## config.mk

```make
export PLATFORM = sky130hd
export DESIGN_NAME = mmss_div
export DESIGN_NICKNAME = d
export VERILOG_FILES = /design/src/mmss_pkg.sv /design/src/mmss_div.sv
export SDC_FILE = /design/constraint.sdc
export NUM_CORES = 1
export LEC_CHECK = 0
export BUFFER_PORTS_ARGS = -buffer_cell sky130_fd_sc_hd__buf_2
export CAP_MARGIN = 25
export CORE_ASPECT_RATIO = 1.5
export CORE_MARGIN = 1
export CORE_UTILIZATION = 59
export DETAILED_ROUTE_END_ITERATION = 6
export PLACE_DENSITY = 0.85
export RECOVER_POWER = 50
export SLEW_MARGIN = 20
export SYNTH_ARGS = -nofsm -noshare
export SYNTH_HDL_FRONTEND = slang
export SYNTH_SLANG_ARGS = --single-unit
```

## constraint.sdc

```tcl
create_clock -name clk -period 4.9 [get_ports clk]
set_clock_uncertainty 0.15 [all_clocks]
set_input_delay 0.245 -clock clk [delete_from_list [all_inputs] [get_ports clk]]
set_output_delay 0.245 -clock clk [all_outputs]
set_load 0.005 [all_outputs]
```

## src/mmss_pkg.sv

```systemverilog
package mmss_pkg;

  localparam int MAX_ITEMS   = 1024;
  localparam int VALUE_BITS  = 16;
  localparam int ADDR_BITS   = $clog2(MAX_ITEMS);
  localparam int COUNT_BITS  = ADDR_BITS + 1;
  localparam int BUDGET_BITS = 26;
  localparam int STEP_BITS   = $clog2(VALUE_BITS + 1);

  localparam logic [BUDGET_BITS-1:0] TOTAL_SAT = {BUDGET_BITS{1'b1}};

  typedef enum logic [2:0] {
    ST_LOAD,
    ST_CHECK,
    ST_READ,
    ST_START,
    ST_WAIT,
    ST_EVAL,
    ST_OUT
  } state_t;

  typedef struct packed {
    logic start;
  } div_ctl_t;

  typedef struct packed {
    logic done;
  } div_sts_t;

endpackage

```

## src/mmss_div.sv

```systemverilog
module mmss_div (
  input  logic                            clk,
  input  logic                            rst,
  input  mmss_pkg::div_ctl_t              ctl,
  input  logic [mmss_pkg::VALUE_BITS-1:0] dividend,
  input  logic [mmss_pkg::VALUE_BITS-1:0] divisor,
  output mmss_pkg::div_sts_t              sts,
  output logic [mmss_pkg::VALUE_BITS-1:0] quotient
);

  logic                             busy;
  logic                             done;
  logic [mmss_pkg::STEP_BITS-1:0]   steps;
  logic [mmss_pkg::VALUE_BITS:0]    rem;
  logic [mmss_pkg::VALUE_BITS-1:0]  quo;
  logic [mmss_pkg::VALUE_BITS:0]    shifted;
  logic [mmss_pkg::VALUE_BITS:0]    dvs;
  logic                             fits;

  // one quotient bit per cycle, restoring
  always_comb begin
    shifted = {rem[mmss_pkg::VALUE_BITS-1:0], quo[mmss_pkg::VALUE_BITS-1]};
    dvs     = {1'b0, divisor};
    fits    = (shifted >= dvs);
  end

  always_ff @(posedge clk) begin
    if (rst) begin
      busy  <= 1'b0;
      done  <= 1'b0;
      steps <= '0;
    end else begin
      done <= 1'b0;
      if (ctl.start) begin
        busy  <= 1'b1;
        steps <= mmss_pkg::STEP_BITS'(mmss_pkg::VALUE_BITS);
      end else if (busy) begin
        steps <= steps - 1'b1;
        if (steps == mmss_pkg::STEP_BITS'(1)) begin
          busy <= 1'b0;
          done <= 1'b1;
        end
      end
    end
  end

  always_ff @(posedge clk) begin
    if (ctl.start) begin
      rem <= '0;
      quo <= dividend;
    end else if (busy) begin
      rem <= fits ? (shifted - dvs) : shifted;
      quo <= {quo[mmss_pkg::VALUE_BITS-2:0], fits};
    end
  end

  assign sts.done = done;
  assign quotient = quo;

endmodule

```

==> flow_metrics.tcl <==
set metrics [dict create \
    crit_slowest_cell "o22ai_2" \
    synth-xor-area-share_pct 4.88 \
    cts_resized 0 \
    port_buffers 51 \
    wl_um 5100 \
    cts_buffers 5 \
    dr.pass1.iters 4 \
    max_freq_ghz 0.338 \
    ir_worst_vdd_mv 0.234 \
    tns_ns 0 \
    via_count 2148 \
    die_area_um2 4530 \
    grt_max_degree 38 \
    cts_max_level 2 \
    critical-path-max-stage-delay_ns 0.52 \
    cts_tree "done" \
    synth-simple-area-share_pct 15.4 \
    met2_usage_pct 43.6 \
    muxShareOfSynthArea_pct 10.8 \
    grt_use_met3_pct 3.94 \
    final_max_slew_viol_count 38 \
    ant_nets 0 \
    dp.cells 358 \
    syn_inst 271 \
    drt_iter0_markers 39 \
    grt_use_total_pct 23.2 \
    end_kind "flop" \
    violations "max-capacitance violations, max-slew violations" \
    cp-startpoint "rem[13]" \
    ctsHoldBuffers 0 \
    hold_viol 0 \
    syn_area_per_cell_um2 9.27 \
    antenna_found_initial 0 \
    min-delay-start "rst" \
    crit_chain "ha_1 -> a21o_1 -> a211o_1 -> a311o_1 -> o22ai_2 -> buf_8 -> mux2_2 -> o21ai_0" \
    fp-row-count 28 \
    use_met1_pct 24.8 \
    total_power_uw 852 \
    dpl.hpwl_um 3810 \
    synth-edff-count 16 \
    start_util_pct 62.4 \
    globalplace.congestion 0.877 \
    overflow 0 \
    layout_worst_path_cycle_share_pct 60.4 \
    rsz0062_at_grt "no" \
    path_class "reg -> reg" \
    worstMarginPinSlew_ns 1.67 \
    hold_class "in -> reg" \
    first_global_vias 2017 \
    ios 52 \
    final_cells 366 \
    cp.required_ns 4.97 \
    run_status "finished with violations" \
    synthToLayoutAreaGrowth_pct 15.4 \
    coreArea_um2 4030 \
    mostFrequentLayoutCell "buf_2" \
    fin_nets 374 \
    top_usage_layer "met2" \
    ys_ff_latch 39 \
    synth_top_family_by_area "compound AO/OA/AOI/OAI gates" \
    synth_nets 325 \
    clock-root-buffer "clkbuf_8" \
    ys_seq_area_share_pct 37.5 \
    grt_pass1_wl_um 8400 \
    clk_pin_slew_ns 0.08 \
    n_antenna_cell 0 \
    hold_ws_ns 0.0528 \
    synth_warnings 0 \
    drc 0 \
    netlist-cell-type-count 49 \
    synthArstFlopShare_pct 0 \
    post_cts_buffers 0 \
    clock_path_buffers 2 \
    synthFlopType "dfxtp_1" \
    p_per_area_nw_per_um2 294 \
    leakage_nw 1.33 \
    worst_ep_arrival_time_ns 3.03 \
    avgViaCountPerCell 5.87 \
    insertion_delay_ns 0.29 \
    final_cell_mix "buf_2, nor2_1, inv_1, dfxtp_1, nand2_1" \
    die_width_um 55.3 \
    synthAdderAreaFrac_pct 9.76 \
    post-route-min-period_ns 2.96 \
    synthesis.area_um2 2510 \
    dieHeight_um 81.9 \
    avgRoutedWirePerCell_um 13.9 \
    cap_viol_max_count 1 \
    maxSlewHeadroom_pct -11.2 \
    drive_gt1_share_pct 24.3 \
    setup_viol 0 \
    r2r_start "rem[13]" \
    numClockSinks 39 \
    cp_max_fo 13 \
    startpoint_type "flop" \
    synth_compound_area_share_pct 16.4 \
]
[per-stage QoR]
stage | instance area [um^2] | util [%] | setup slack [ns]
global route | 2900 | 72.0 | 1.69
CTS | 2900 | 72.0 | 1.95
detailed placement | 2790 | 69.3 | 1.93
global placement | 2780 | 68.9 | 1.81
finish | 2900 | 72.0 | 1.94
floorplan | 2510 | - | 2.44
[registers in the layout (all words and copies together), names as in the netlist]
signal    flops
rem          16
steps         5
busy          1
quotient     16
sts           1
[power breakdown]
part	total, mW	internal, mW	switching, mW
clock	0.268	0.152	0.116
combinational	0.196	0.0947	0.101
sequential	0.388	0.368	0.0206
total	0.852	0.614	0.238
[layout make-up]
type,instances,area [um^2]
flip-flops and latches,39,941
repair buffers,52,268
fillers,327,1130
multi-input cells,199,1440
well taps,45,56.3
clock buffers,5,68.8
inverters,23,86.3
clock inverters,3,43.8
[synth_stat cells, types with 2 or more instances]
| cell type | instances | area (um^2) |
|---|---|---|
| xor2_1 | 4 | 35.0 |
| and3b_1 | 2 | 17.5 |
| o21ai_0 | 14 | 70.1 |
| nand2_1 | 20 | 75.1 |
| nand2b_1 | 2 | 12.5 |
| a22oi_1 | 3 | 22.5 |
| edfxtp_1 | 16 | 480 |
| clkbuf_1 | 8 | 30.0 |
| xnor2_1 | 10 | 87.6 |
| nand3_1 | 3 | 15.0 |
| mux2i_1 | 9 | 90.1 |
| nor2_1 | 30 | 113 |
| o31ai_1 | 5 | 37.5 |
| nor4b_1 | 2 | 17.5 |
| dfxtp_1 | 23 | 460 |
| a211oi_1 | 6 | 45.0 |
| a21o_1 | 3 | 22.5 |
| o211ai_1 | 2 | 15.0 |
| mux2_2 | 16 | 180 |
| a2111oi_0 | 2 | 17.5 |
| nor4_1 | 3 | 18.8 |
| nor3_1 | 8 | 40.0 |
| a21oi_1 | 13 | 65.1 |
| inv_1 | 23 | 86.3 |
| a311o_1 | 2 | 20.0 |
| o21a_1 | 2 | 15.0 |
| ha_1 | 18 | 225 |
[path summary, 6_finish.rpt]
check / to / slack (ns) / cells past startpoint
max: rem[1] / 1.94 / 8
min: steps[4] / 0.05 / 2
max reg2reg: rem[1] / 1.94 / 8
min reg2reg: rem[10] / 0.34 / 2
[layer usage]
layer  up-vias  share of wire [%]
met5         -                  0
li1       1077                  -
met2        73                 50
met3        16                3.9
met4         0                3.4
met1       982                 43
[logic make-up (layout without fill, tap and decap cells)]
| group | count (synthesis) | after routing |
|---|---|---|
| DFF | 39 | 39 |
| muxes | 25 | 25 |
| AOI/OAI and AO/OA | 61 | 61 |
| and+or+nand+nor | 80 | 80 |
| buffers and inverters | 33 | 83 |
| adders and majority gates | 19 | 19 |
| xor gates and xnor gates | 14 | 14 |
[critical path: cells and delay by family (launching register included)]
kind | cells | cell delay [ns]
compound gates | 5 | 1.51
mux | 1 | 0.33
fa+ha+maj | 1 | 0.33
flops | 1 | 0.33
buf+inv | 1 | 0.24
Power figures use the tool's default switching activity.
